`src/hdl/gfg_pkg.sv`:
```
// ----------------------------------------------------------------------------
// gfg_pkg: shared types and constants of the grid field gather block
// Grid geometry, fixed point widths, control codes and the saturation helper.
// ----------------------------------------------------------------------------
package gfg_pkg;

  localparam int GRID_N  = 16;
  localparam int NCOMP   = 6;
  localparam int CELLS   = GRID_N * GRID_N * GRID_N;
  localparam int AW      = $clog2(CELLS);
  localparam int CW      = $clog2(GRID_N);
  localparam int GW      = CW + 16;
  localparam int FW      = 17;
  localparam int NCORNER = 8;
  localparam int CFG_AW  = 4;

  localparam logic [1:0] REG_INV_SPACING      = 2'd0;
  localparam logic [1:0] REG_CHARGE_OVER_MASS = 2'd1;
  localparam logic [1:0] REG_INV_LIGHT_SPEED  = 2'd2;

  localparam logic REQ_WRITE = 1'b0;
  localparam logic REQ_QUERY = 1'b1;

  typedef logic signed [31:0] word_t;

  typedef enum logic [1:0] {LOP_NONE, LOP_X, LOP_Y, LOP_Z} lerp_op_e;

  typedef struct packed {
    logic     load_a;
    lerp_op_e op;
  } lane_ctrl_t;

  typedef enum logic [2:0] {ST_IDLE, ST_SCALE, ST_GATHER, ST_FORCE, ST_OUT} state_e;

  typedef enum logic [2:0] {
    FS_IDLE, FS_MUL_A, FS_MUL_B, FS_CROSS, FS_MUL_C, FS_SUM, FS_MUL_Q, FS_ACC
  } force_step_e;

  localparam logic signed [65:0] SAT_MAX = 66'sd2147483647;
  localparam logic signed [65:0] SAT_MIN = -66'sd2147483648;

  function automatic word_t sat32(input logic signed [65:0] v);
    word_t r;
    if (v > SAT_MAX) begin
      r = 32'sh7fffffff;
    end else if (v < SAT_MIN) begin
      r = 32'sh80000000;
    end else begin
      r = v[31:0];
    end
    return r;
  endfunction

endpackage

```
`src/hdl/gfg_force.sv`:
```
// ----------------------------------------------------------------------------
// gfg_force: lorentz acceleration sequencer
// One shared 32x32 multiplier, seven steps per axis, three axes in turn.
// ----------------------------------------------------------------------------
module gfg_force (
  input  logic           clk_i,
  input  logic           rst_ni,
  input  logic           start_i,
  input  gfg_pkg::word_t fld_i [gfg_pkg::NCOMP],
  input  gfg_pkg::word_t vel_i [3],
  input  gfg_pkg::word_t qm_i,
  input  logic [30:0]    ils_i,
  output logic           done_o,
  output gfg_pkg::word_t acc_o [3]
);
  import gfg_pkg::*;

  force_step_e        step_q, step_d;
  logic [1:0]         axis_q, axis_d;
  word_t              va, ba, vc, bc, e, mul_a, mul_b, cross_q, sum_q;
  word_t              acc_q [3];
  logic signed [63:0] prod_q, p1_q, prod_sh;
  logic signed [64:0] diff, diff_sh;

  // operand pick: acc = qm * (E + ils * (v x B))
  always_comb begin
    case (axis_q)
      2'd1: begin
        va = vel_i[2]; ba = fld_i[3]; vc = vel_i[0]; bc = fld_i[5]; e = fld_i[1];
      end
      2'd2: begin
        va = vel_i[0]; ba = fld_i[4]; vc = vel_i[1]; bc = fld_i[3]; e = fld_i[2];
      end
      default: begin
        va = vel_i[1]; ba = fld_i[5]; vc = vel_i[2]; bc = fld_i[4]; e = fld_i[0];
      end
    endcase
  end

  always_comb begin
    case (step_q)
      FS_MUL_B: begin
        mul_a = vc;
        mul_b = bc;
      end
      FS_MUL_C: begin
        mul_a = cross_q;
        mul_b = $signed({1'b0, ils_i});
      end
      FS_MUL_Q: begin
        mul_a = sum_q;
        mul_b = qm_i;
      end
      default: begin
        mul_a = va;
        mul_b = ba;
      end
    endcase
  end

  assign prod_sh = prod_q >>> 16;
  assign diff    = 65'(p1_q) - 65'(prod_q);
  assign diff_sh = diff >>> 16;

  always_comb begin
    step_d = step_q;
    axis_d = axis_q;
    case (step_q)
      FS_IDLE: begin
        if (start_i) begin
          step_d = FS_MUL_A;
          axis_d = 2'd0;
        end
      end
      FS_MUL_A: step_d = FS_MUL_B;
      FS_MUL_B: step_d = FS_CROSS;
      FS_CROSS: step_d = FS_MUL_C;
      FS_MUL_C: step_d = FS_SUM;
      FS_SUM:   step_d = FS_MUL_Q;
      FS_MUL_Q: step_d = FS_ACC;
      FS_ACC: begin
        if (axis_q == 2'd2) begin
          step_d = FS_IDLE;
        end else begin
          step_d = FS_MUL_A;
          axis_d = axis_q + 2'd1;
        end
      end
      default: step_d = FS_IDLE;
    endcase
  end

  always_ff @(posedge clk_i or negedge rst_ni) begin
    if (!rst_ni) begin
      step_q <= FS_IDLE;
      axis_q <= 2'd0;
    end else begin
      step_q <= step_d;
      axis_q <= axis_d;
    end
  end

  always_ff @(posedge clk_i) begin
    prod_q <= mul_a * mul_b;
    if (step_q == FS_MUL_B) begin
      p1_q <= prod_q;
    end
    if (step_q == FS_CROSS) begin
      cross_q <= sat32(66'(diff_sh));
    end
    if (step_q == FS_SUM) begin
      sum_q <= sat32(66'(e) + 66'(sat32(66'(prod_sh))));
    end
    if (step_q == FS_ACC) begin
      acc_q[axis_q] <= sat32(66'(prod_sh));
    end
  end

  assign done_o = (step_q == FS_ACC) && (axis_q == 2'd2);
  assign acc_o  = acc_q;

endmodule

```
`config.mk`:
```
export PLATFORM = sky130hd
export DESIGN_NAME = gfg_force
export DESIGN_NICKNAME = d
export VERILOG_FILES = /design/src/hdl/gfg_pkg.sv /design/src/hdl/gfg_force.sv
export SDC_FILE = /design/constraint.sdc
export NUM_CORES = 2
export LEC_CHECK = 0
export ABC_AREA = 1
export BUFFER_PORTS_ARGS = -buffer_cell sky130_fd_sc_hd__buf_2
export CAP_MARGIN = 10
export CORE_ASPECT_RATIO = 1.2
export CORE_MARGIN = 4
export CORE_UTILIZATION = 58
export CTS_CLUSTER_SIZE = 12
export DETAILED_ROUTE_END_ITERATION = 10
export PLACE_DENSITY_LB_ADDON = 0.05
export REMOVE_ABC_BUFFERS = 1
export SETUP_SLACK_MARGIN = 0.1
export SLEW_MARGIN = 10
export SYNTH_ARGS = -nofsm -noshare
export SYNTH_HDL_FRONTEND = slang
export SYNTH_SLANG_ARGS = --single-unit
```
`constraint.sdc`:
```
create_clock -name clk_i -period 8.8 [get_ports clk_i]
set_input_delay 0.88 -clock clk_i [delete_from_list [all_inputs] [get_ports clk_i]]
set_output_delay 0.88 -clock clk_i [all_outputs]
set_load 0.01 [all_outputs]
```
==> impl_results.md <==
* Status: completed
* Vias per inst at 5.83
* Grt total ovfl at 0
* Final Instance Count excl. Fillers at around 9,000
* Die height at 353 µm
* Grt met2 use at 0.692
* R2R Path Start: axis_q[1]
* Final period util at 0.997
* Nets at 9,527
* Synth area leaders: fa_1 38%, edfxtp_1 12%, inv_1 11%
* EDFF count, synth at 224
* First-pass GRT wire length at 330,000 µm
* Avg Inst Size Synth at 7.97 µm²
* Yosys warnings at 0
* Setup Crit Path Kind: flip-flop to flip-flop
* Clock sink total at 293
* Met3 usage at 0.0847
* Relative slew margins at 0.171
* Delay-heaviest family, CP: adder cells
* Fin. Hold Viols at 0
* Drt first-iter violations at between 5,000 and 6,000
* Post-synth top area share at 0.377
* CTS buffer count at 31
* Die Wd at approximately 300 µm
* Register area share after synthesis at 0.141
* CP peak stage delay at 0.64 ns
* Maximum clock rate at 114 MHz
* CTS tree: done
* Placed Cells at 9,016
* Synthesized area at 57,500 µm²
* Vias in the first global route at between 50,000 and 60,000
* Commonest non-fill, non-tap cells in the layout: 1,631 x inv_1, 1,531 x nand2_1, 1,062 x fa_1, 753 x nor2_1, 450 x buf_2
* CP max stage cell: fa_1
* Reg2Reg Setup Slack at 0.03 ns
* Routed length per placed instance at 25.1 µm
* Synth Flop Type: edfxtp_1
* Leading cell type in the layout, fill and taps excluded: inv_1
* Tmin final at ~9 ns
* Reg2Reg Capture Point: prod_q[62]
* Busiest metal layer after global routing: met2
* Area leader, netlist: fa_1
* CTS root buf: clkbuf_16
* Worst Clk Skew at 0.0183 ns
* Clk Latency, worst-skew pair at 0.60 ns
* Final ANT Viol Nets at 0
* PortBufs at 450
* Async SR Flop Fraction at 0.0171
* DRC viols at 0
* CP Launch Point: axis_q[1]
* Post-Syn Instances at 7,211
* Io pins at 451
* Worst R2R Path Depth at 32
* Bufs and invs on worst path at 10
* Worst Setup Start Kind: flip-flop
* Post-DP HPWL at 191,000 µm
* Tightest Pin Transition at 1.23 ns
* Hold_buf cts at 0
* Area delta synth->final at 14.5%
* Largest net degree at the start of global routing at 68
* CTS clock-pin slew for the worst setup and hold paths at 0.06 ns
* Filler cells at around 8,500
* Slew Limit Fails at 0
* Final Setup Violations at 0
* Core ar. at between 90,000 and 100,000 µm²
* GP Congestion at 1.08
* Worst Path Required at just over 9 ns
* RSZ-0062 raised after global routing: yes
* Met1 Track Usage GR at 0.492
* Multi-input logic area at between 40,000 and 50,000 µm²
* Crit end category: flip-flop
* Starting Density at 0.584
* Htree depth at 1
* Number of max-cap violations at 0
* Core Rows at 126
* Gr usage total at 0.429
* FF+latch area at slightly above 8000 µm²
* Drt total wl at 229,000 µm
* Share of cells above drive strength 1 at 0.152
* Hold crit path type: primary input to async pin
* CP most frequent cell: fa_1
* Die Footprint at roughly 100,000 µm²
* Critical path fanouts, max at 22
* DR vias at 53,158
* TritonRoute pass-1 iters at 9
* Initial antenna violation count at 12
* Critical Path AT at 9.29 ns
* Synthesis-stage register bit count at between 200 and 300
* Max Buffers Root-to-Sink at 3
* Synth cell types at 68
-- cells in the mapped netlist, types with 4 or more instances --
master,number
nand4_1,77
edfxtp_1,224
dfxtp_1,64
nand3b_1,7
xor2_1,78
o22ai_1,63
a221o_1,35
o21ai_1,45
o21bai_1,17
xnor2_1,50
a21oi_1,317
nor4_2,4
a21boi_0,5
o21ai_0,220
o211ai_1,17
a21o_1,9
nor3_1,13
inv_1,1643
nor2_1,786
inv_2,69
a211oi_1,4
nand2_2,45
nor4_1,10
nor2_2,16
buf_4,7
buf_6,6
dfrtp_1,5
nand2_1,1542
nand3_1,85
clkinv_1,5
fa_1,1083
buf_1,14
buf_2,155
o21a_1,33
nor3_2,5
nor2_4,4
ha_1,282
a31oi_1,26
clkbuf_1,94
-- stage by stage --
step | hold WS, ns | setup TNS (ns) | utilization | setup slack, ns | instance area, µm²
3_5_place_dp | 0.415 | -1.24 | 0.645 | -0.248 | 63500
6_report | 0.107 | 0 | 0.669 | 0.0292 | 65800
2_1_floorplan | 0.408 | -135.00 | - | -3.32 | 56200
3_3_place_gp | 0.415 | -0.508 | 0.645 | -0.152 | 63500
4_1_cts | 0.0963 | 0 | 0.657 | 0.0602 | 64600
5_1_grt | 0.114 | -0.969 | 0.669 | -0.180 | 65800
-- worst register-to-register path, delay by kind of cell (launching register included) --
family                     cells  cell delay (ns)
AOI/OAI and AO/OA              1             0.54
xor gates and xnor gates       1             0.13
adders and majority gates     10             4.83
buffers and inverters         10             1.37
DFF                            1             0.40
and+or+nand+nor               10             1.44
-- area by class of cell --
type / instances / area share
clock buffer: 43 / 0.0125
clock inverter: 10 / 0.00171
sequential: 293 / 0.124
timing repair inverter: 2 / 0.000342
multi-input combinational: 4925 / 0.642
inverter: 1717 / 0.0997
antenna: 10 / 0.000380
timing repair buffer: 838 / 0.0957
tap: 1280 / 0.0243
-- flip-flops by register name, summed over array words and instances (netlist names) --
signal	count
step_q	3
p1_q	64
sum_q	32
cross_q	32
axis_q	2
acc_o	96
prod_q	64
-- metal layers --
layer | wire length, µm | up-vias
li1 | - | 22847
met1 | 75300 | 25898
met2 | 106000 | 3322
met3 | 22500 | 1087
met4 | 25000 | 4
met5 | 24 | -
-- cells by family after synthesis --
family,Yosys count,share of synthesized area
and+or+nand+nor,2606,0.182
buffers and inverters,1993,0.135
adders and majority gates,1365,0.438
AOI/OAI and AO/OA,826,0.0839
DFF,293,0.141
xor gates and xnor gates,128,0.0195
-- how the worst max path moves through the flow --
stage | endpoint | slack (ns) | cells after the start
CTS | prod_q[38] | 0.06 | 34
detailed placement | prod_q[38] | -0.25 | 31
floorplan | prod_q[62] | -3.32 | 30
global placement | prod_q[46] | -0.15 | 35
global route | prod_q[62] | -0.18 | 32
finish | prod_q[62] | 0.03 | 32
-- repair_timing --
action,in CTS,in global routing
pin swaps,1,27
setup endpoints to repair,26,40
gates cloned,2,11
gates resized for setup,36,221
setup buffers,2,24
Power is left out: the tool's default activity adds up to more than one toggle a clock period on the data nets, which glitch-free logic cannot reach.
