### config.mk
export PLATFORM = sky130hd
export DESIGN_NAME = gfg_lane
export DESIGN_NICKNAME = d
export VERILOG_FILES = /design/src/hdl/gfg_pkg.sv /design/src/hdl/gfg_lane.sv
export SDC_FILE = /design/constraint.sdc
export NUM_CORES = 2
export LEC_CHECK = 0
export ABC_AREA = 1
export BUFFER_PORTS_ARGS = -buffer_cell sky130_fd_sc_hd__buf_2
export CORE_MARGIN = 2
export CORE_UTILIZATION = 65
export CTS_CLUSTER_DIAMETER = 80
export DETAILED_ROUTE_END_ITERATION = 7
export GPL_TIMING_DRIVEN = 1
export PLACE_DENSITY_LB_ADDON = 0.05
export SYNTH_ARGS = -nofsm -noshare
export SYNTH_HDL_FRONTEND = slang
export SYNTH_SLANG_ARGS = --single-unit
export TNS_END_PERCENT = 5
### constraint.sdc
create_clock -name clk_i -period 16.9 [get_ports clk_i]
set_clock_uncertainty 0.1 [all_clocks]
set_input_delay 2.535 -clock clk_i [delete_from_list [all_inputs] [get_ports clk_i]]
set_output_delay 2.535 -clock clk_i [all_outputs]
set_load 0.05 [all_outputs]
### src/hdl/gfg_pkg.sv
// ----------------------------------------------------------------------------
// gfg_pkg: shared types and constants of the grid field gather block
// Grid geometry, fixed point widths, control codes and the saturation helper.
// ----------------------------------------------------------------------------
package gfg_pkg;

  localparam int GRID_N  = 16;
  localparam int NCOMP   = 6;
  localparam int CELLS   = GRID_N * GRID_N * GRID_N;
  localparam int AW      = $clog2(CELLS);
  localparam int CW      = $clog2(GRID_N);
  localparam int GW      = CW + 16;
  localparam int FW      = 17;
  localparam int NCORNER = 8;
  localparam int CFG_AW  = 4;

  localparam logic [1:0] REG_INV_SPACING      = 2'd0;
  localparam logic [1:0] REG_CHARGE_OVER_MASS = 2'd1;
  localparam logic [1:0] REG_INV_LIGHT_SPEED  = 2'd2;

  localparam logic REQ_WRITE = 1'b0;
  localparam logic REQ_QUERY = 1'b1;

  typedef logic signed [31:0] word_t;

  typedef enum logic [1:0] {LOP_NONE, LOP_X, LOP_Y, LOP_Z} lerp_op_e;

  typedef struct packed {
    logic     load_a;
    lerp_op_e op;
  } lane_ctrl_t;

  typedef enum logic [2:0] {ST_IDLE, ST_SCALE, ST_GATHER, ST_FORCE, ST_OUT} state_e;

  typedef enum logic [2:0] {
    FS_IDLE, FS_MUL_A, FS_MUL_B, FS_CROSS, FS_MUL_C, FS_SUM, FS_MUL_Q, FS_ACC
  } force_step_e;

  localparam logic signed [65:0] SAT_MAX = 66'sd2147483647;
  localparam logic signed [65:0] SAT_MIN = -66'sd2147483648;

  function automatic word_t sat32(input logic signed [65:0] v);
    word_t r;
    if (v > SAT_MAX) begin
      r = 32'sh7fffffff;
    end else if (v < SAT_MIN) begin
      r = 32'sh80000000;
    end else begin
      r = v[31:0];
    end
    return r;
  endfunction

endpackage

### src/hdl/gfg_lane.sv
// ----------------------------------------------------------------------------
// gfg_lane: trilinear interpolation lane for one field component
// Takes the eight corners as they stream out of the ram and runs seven lerps
// through one two-stage multiply unit.
// ----------------------------------------------------------------------------
module gfg_lane (
  input  logic                  clk_i,
  input  logic                  rst_ni,
  input  gfg_pkg::lane_ctrl_t   ctrl_i,
  input  logic [gfg_pkg::FW-1:0] f_i,
  input  gfg_pkg::word_t        rdata_i,
  output gfg_pkg::word_t        fld_o
);
  import gfg_pkg::*;

  word_t             a_q, base_q, fld_q, op_a, op_b, res;
  word_t             xs_q [4];
  word_t             ys_q [2];
  logic signed [50:0] prod_d, prod_q;
  logic signed [51:0] sum;
  lerp_op_e          dst_q;

  always_comb begin
    case (ctrl_i.op)
      LOP_Y: begin
        op_a = xs_q[0];
        op_b = xs_q[2];
      end
      LOP_Z: begin
        op_a = ys_q[0];
        op_b = ys_q[1];
      end
      default: begin
        op_a = a_q;
        op_b = rdata_i;
      end
    endcase
    prod_d = (33'(op_b) - 33'(op_a)) * $signed({1'b0, f_i});
  end

  // a*(1-f) + b*f rounded half up
  assign sum = (52'(base_q) <<< 16) + 52'(prod_q) + 52'sd32768;
  assign res = sum[47:16];

  always_ff @(posedge clk_i or negedge rst_ni) begin
    if (!rst_ni) begin
      dst_q <= LOP_NONE;
    end else begin
      dst_q <= ctrl_i.op;
    end
  end

  always_ff @(posedge clk_i) begin
    base_q <= op_a;
    prod_q <= prod_d;
    if (ctrl_i.load_a) begin
      a_q <= rdata_i;
    end
    if (dst_q == LOP_X) begin
      xs_q[0] <= xs_q[1];
      xs_q[1] <= xs_q[2];
      xs_q[2] <= xs_q[3];
      xs_q[3] <= res;
    end else if (ctrl_i.op == LOP_Y) begin
      // drop the front edge so the second y lerp sees its pair at the same taps
      xs_q[0] <= xs_q[1];
      xs_q[1] <= xs_q[2];
      xs_q[2] <= xs_q[3];
    end
    if (dst_q == LOP_Y) begin
      ys_q[0] <= ys_q[1];
      ys_q[1] <= res;
    end
    if (dst_q == LOP_Z) begin
      fld_q <= res;
    end
  end

  assign fld_o = fld_q;

endmodule

==> reports/qor.txt <==
================================================================================
Capture point of the worst reg-to-reg path                          prod_q[36]$_DFF_P_
Number of buffer and inverter stages on the critical path                     12
Total number of H-tree levels                                                  1
Critical R2R Launch                                                 xs_q[0][1]$_DFFE_PP_
Proportion of netlist area held by the largest area contributor           0.3167
DRC errors left                                                                0
Critical Path Fanout Max                                                      37
Worst Hold Class                                                    flip-flop to flip-flop
Number of warnings printed during yosys synthesis                              0
GRT Resource Usage Total                                                  0.3552
Setup-failing EPs final                                                        0
Critical Path Max Stage Delay                                            0.93 ns
Number of resized instances in the post-cts repair step                        0
Hold Crit Depth                                                                0
Post-synthesis cell type with the largest combined area             sky130_fd_sc_hd__fa_1
Share of post-route cells with drive strength above 1                    0.06186
Insertion delay of the later-clocked pin in the worst-skew pair          0.54 ns
Uppermost layer routed                                                      met4
Ant. Diodes                                                                    0
GP Congestion                                                             0.9745
Register area share after synthesis                                       0.2772
Global-route wire length before repair                                142,000 um
Kind of end point of the critical path                                 flip-flop
Synthesis-to-finish area growth                                           6.223%
Run status                                                          finished clean
Pin count of the biggest net entering global routing                          70
CP delay by family, top                                              adder cells
Width of the chip                                                       228.0 um
Met2 WL                                                                42,200 um
Final Net Count                                                            4,344
Setup repair bufs after CTS                                                    0
Final ANT Viol Nets                                                            0
Max-capacitance violation count                                                0
Worst Setup Slack post-DPL                                              4.419 ns
Max-slew headroom                                                         0.1725
Number of antenna violations at the first check in global routing              0
Vert. Die Dim                                                           228.0 um
Total length of routed met3 wires                                        8884 um
Worst-case register-to-register setup slack                              7.86 ns
Hold-fix buffers at CTS                                                        0
Detailed-route via count                                                  24,506
Top post-synthesis cells by area                                    sky130_fd_sc_hd__fa_1 (32%), sky130_fd_sc_hd__edfxtp_1 (24%), sky130_fd_sc_hd__inv_1 (9.6%)
Crit-path slowest cell                                              sky130_fd_sc_hd__xor2_1
Flops & latches, synth                                                       323
First DRT Iteration DRCs                                                   2,274
Slew at the pin closest to its max-slew limit                           1.234 ns
Clock Tree Root                                                     sky130_fd_sc_hd__clkbuf_16
EDFF count, synth                                                            256
Cell count after synthesis                                                 3,562
Max Fclk                                                             0.08214 GHz
Final Cycle Share                                                         0.7204
Most frequent cells in the layout                                   sky130_fd_sc_hd__inv_1 (830), sky130_fd_sc_hd__nand2_1 (552), sky130_fd_sc_hd__fa_1 (516), sky130_fd_sc_hd__nor2_1 (478), sky130_fd_sc_hd__edfxtp_1 (256)
Clock-pin slew on the worst setup and hold paths                         0.07 ns
Post-synth ARST share                                                   0.006192
Number of global-route vias before repair                                 26,098
Cell Area, Synth                                                    32,610 sq um
First drt pass iteration count                                                 6
Worst Setup Start Kind                                                 input pin
Clock tree buffer depth                                                        3
Final count of pins violating max slew                                         0
Arrival time reported for the critical path endpoint                    12.50 ns
CTS tree                                                                     yes
Primary FF master, synth                                            sky130_fd_sc_hd__edfxtp_1
Total negative setup slack                                                  0 ns
Met1 Routed Length                                                     36,010 um
Clock period minus worst slack                                          12.17 ns
Die Outline Area                                                    51,980 sq um
Count of unique library cells instantiated by Yosys                           55
Half-perimeter wire length after placement                             72,510 um
PortBufs                                                                      85
Most repeated library cell on the critical path                     sky130_fd_sc_hd__inv_1
Worst Hold Endpoint                                                 xs_q[2][3]$_DFFE_PP_
Overflow after GRT                                                             0
Row Count                                                                     82
Clock sink total                                                             323
Total I/O pin count                                                           86
Mean area per synthesized cell                                       9.156 sq um
Reg2Reg Depth                                                                 37
Startpoint of the worst hold path                                   xs_q[3][3]$_DFFE_PP_
Mean number of vias per cell                                               5.708
Unrepaired setup endpoints after global routing                               no
Final WL                                                               90,260 um
Net count after synthesis                                                  4,305
Critical path class                                                 input pin to flip-flop
Least setup slack across all paths after layout                         4.726 ns
Leading cell type in the layout, fill and taps excluded             sky130_fd_sc_hd__inv_1
Number of buffers inserted during clock tree synthesis                        26
Hold Fails Final Rpt                                                           0
Initial core utilization                                                  0.6540
Required time worst endpoint                                            17.23 ns
Post-detailed-route wirelength per cell                                 21.02 um
Total core area                                                     49,860 sq um
================================================================================
==> per-stage QoR <==
step | hold WS (ns) | utilization | instances | cell area (sq um)
floorplan | 0.3003 | - | 3562 | 32610
global placement | 0.3007 | 0.6751 | 4245 | 33660
detailed placement | 0.3045 | 0.6751 | 4245 | 33660
CTS | 0.3195 | 0.6947 | 4293 | 34640
global route | 0.3246 | 0.6947 | 4293 | 34640
finish | 0.3168 | 0.6947 | 4293 | 34640
==> state kept, by name, summed over array words and instances (netlist names) <==
register / flops
a_q: 32
base_q: 32
dst_q: 2
fld_o: 32
prod_q: 33
xs_q: 128
ys_q: 64
==> worst register-to-register path, delay by kind of cell (launching register included) <==
family / cells / cell delay, ns
flops: 1 / 0.39
buf+inv: 9 / 1.03
simple gates: 15 / 1.75
compound gates: 3 / 0.78
fa+ha+maj: 8 / 3.68
xor+xnor: 2 / 1.19
==> cell type report <==
| class | instances | area, sq um |
|---|---|---|
| clock buffer | 32 | 714.4 |
| clock inverter | 16 | 264.0 |
| fill | 3933 | 15220 |
| inverter | 839 | 3149 |
| multi-input combinational | 2305 | 20050 |
| sequential | 323 | 9039 |
| tap | 672 | 840.8 |
| timing repair buffer | 106 | 583.1 |
==> cells by family (layout without fill, tap and decap cells) <==
kind of cell / Yosys count / in the layout / share of synthesized area
buffers and inverters: 934 / 993 / 0.1089
AND/OR/NAND/NOR: 1192 / 1192 / 0.1471
XOR/XNOR: 91 / 91 / 0.02548
flip-flops: 323 / 323 / 0.2772
AO/OA/AOI/OAI: 333 / 333 / 0.05828
adder cells (fa/ha/maj): 689 / 689 / 0.3831
==> Yosys cell counts (5+ instances only) <==
| cell | number |
|---|---|
| sky130_fd_sc_hd__nor4_1 | 7 |
| sky130_fd_sc_hd__nor2_1 | 481 |
| sky130_fd_sc_hd__nor3_1 | 14 |
| sky130_fd_sc_hd__nand4_1 | 9 |
| sky130_fd_sc_hd__o21bai_1 | 8 |
| sky130_fd_sc_hd__inv_1 | 830 |
| sky130_fd_sc_hd__xor2_1 | 58 |
| sky130_fd_sc_hd__a31oi_1 | 15 |
| sky130_fd_sc_hd__o21a_1 | 10 |
| sky130_fd_sc_hd__dfxtp_1 | 65 |
| sky130_fd_sc_hd__or2_2 | 19 |
| sky130_fd_sc_hd__nor2_2 | 19 |
| sky130_fd_sc_hd__xnor2_1 | 30 |
| sky130_fd_sc_hd__clkinv_1 | 5 |
| sky130_fd_sc_hd__o21ai_0 | 62 |
| sky130_fd_sc_hd__nand2_1 | 552 |
| sky130_fd_sc_hd__edfxtp_1 | 256 |
| sky130_fd_sc_hd__ha_1 | 173 |
| sky130_fd_sc_hd__buf_2 | 12 |
| sky130_fd_sc_hd__a21oi_1 | 163 |
| sky130_fd_sc_hd__nand3_1 | 68 |
| sky130_fd_sc_hd__o22ai_1 | 32 |
| sky130_fd_sc_hd__clkbuf_1 | 75 |
| sky130_fd_sc_hd__fa_1 | 516 |
| sky130_fd_sc_hd__nand2_2 | 11 |
| sky130_fd_sc_hd__a21o_1 | 9 |
==> how the worst max path moves through the flow <==
stage / startpoint / endpoint / cells after the start
after floorplan: ctrl_i[1] / prod_q[47]$_DFF_P_ / 42
after global placement: ctrl_i[1] / prod_q[32]$_DFF_P_ / 41
after detailed placement: ctrl_i[1] / prod_q[36]$_DFF_P_ / 41
after CTS: ctrl_i[1] / prod_q[36]$_DFF_P_ / 41
after global routing: ctrl_i[1] / prod_q[36]$_DFF_P_ / 41
final: ctrl_i[1] / prod_q[36]$_DFF_P_ / 41
==> routing by layer <==
layer  up-vias  GRT usage
met1     12133     0.4836
met3       200    0.06800
li1      10864          -
met4         0     0.1117
met5         -          0
met2      1309     0.5837
Power is not shown: default switching activity piles up to over one toggle a cycle in this logic, so the estimate is an artifact.
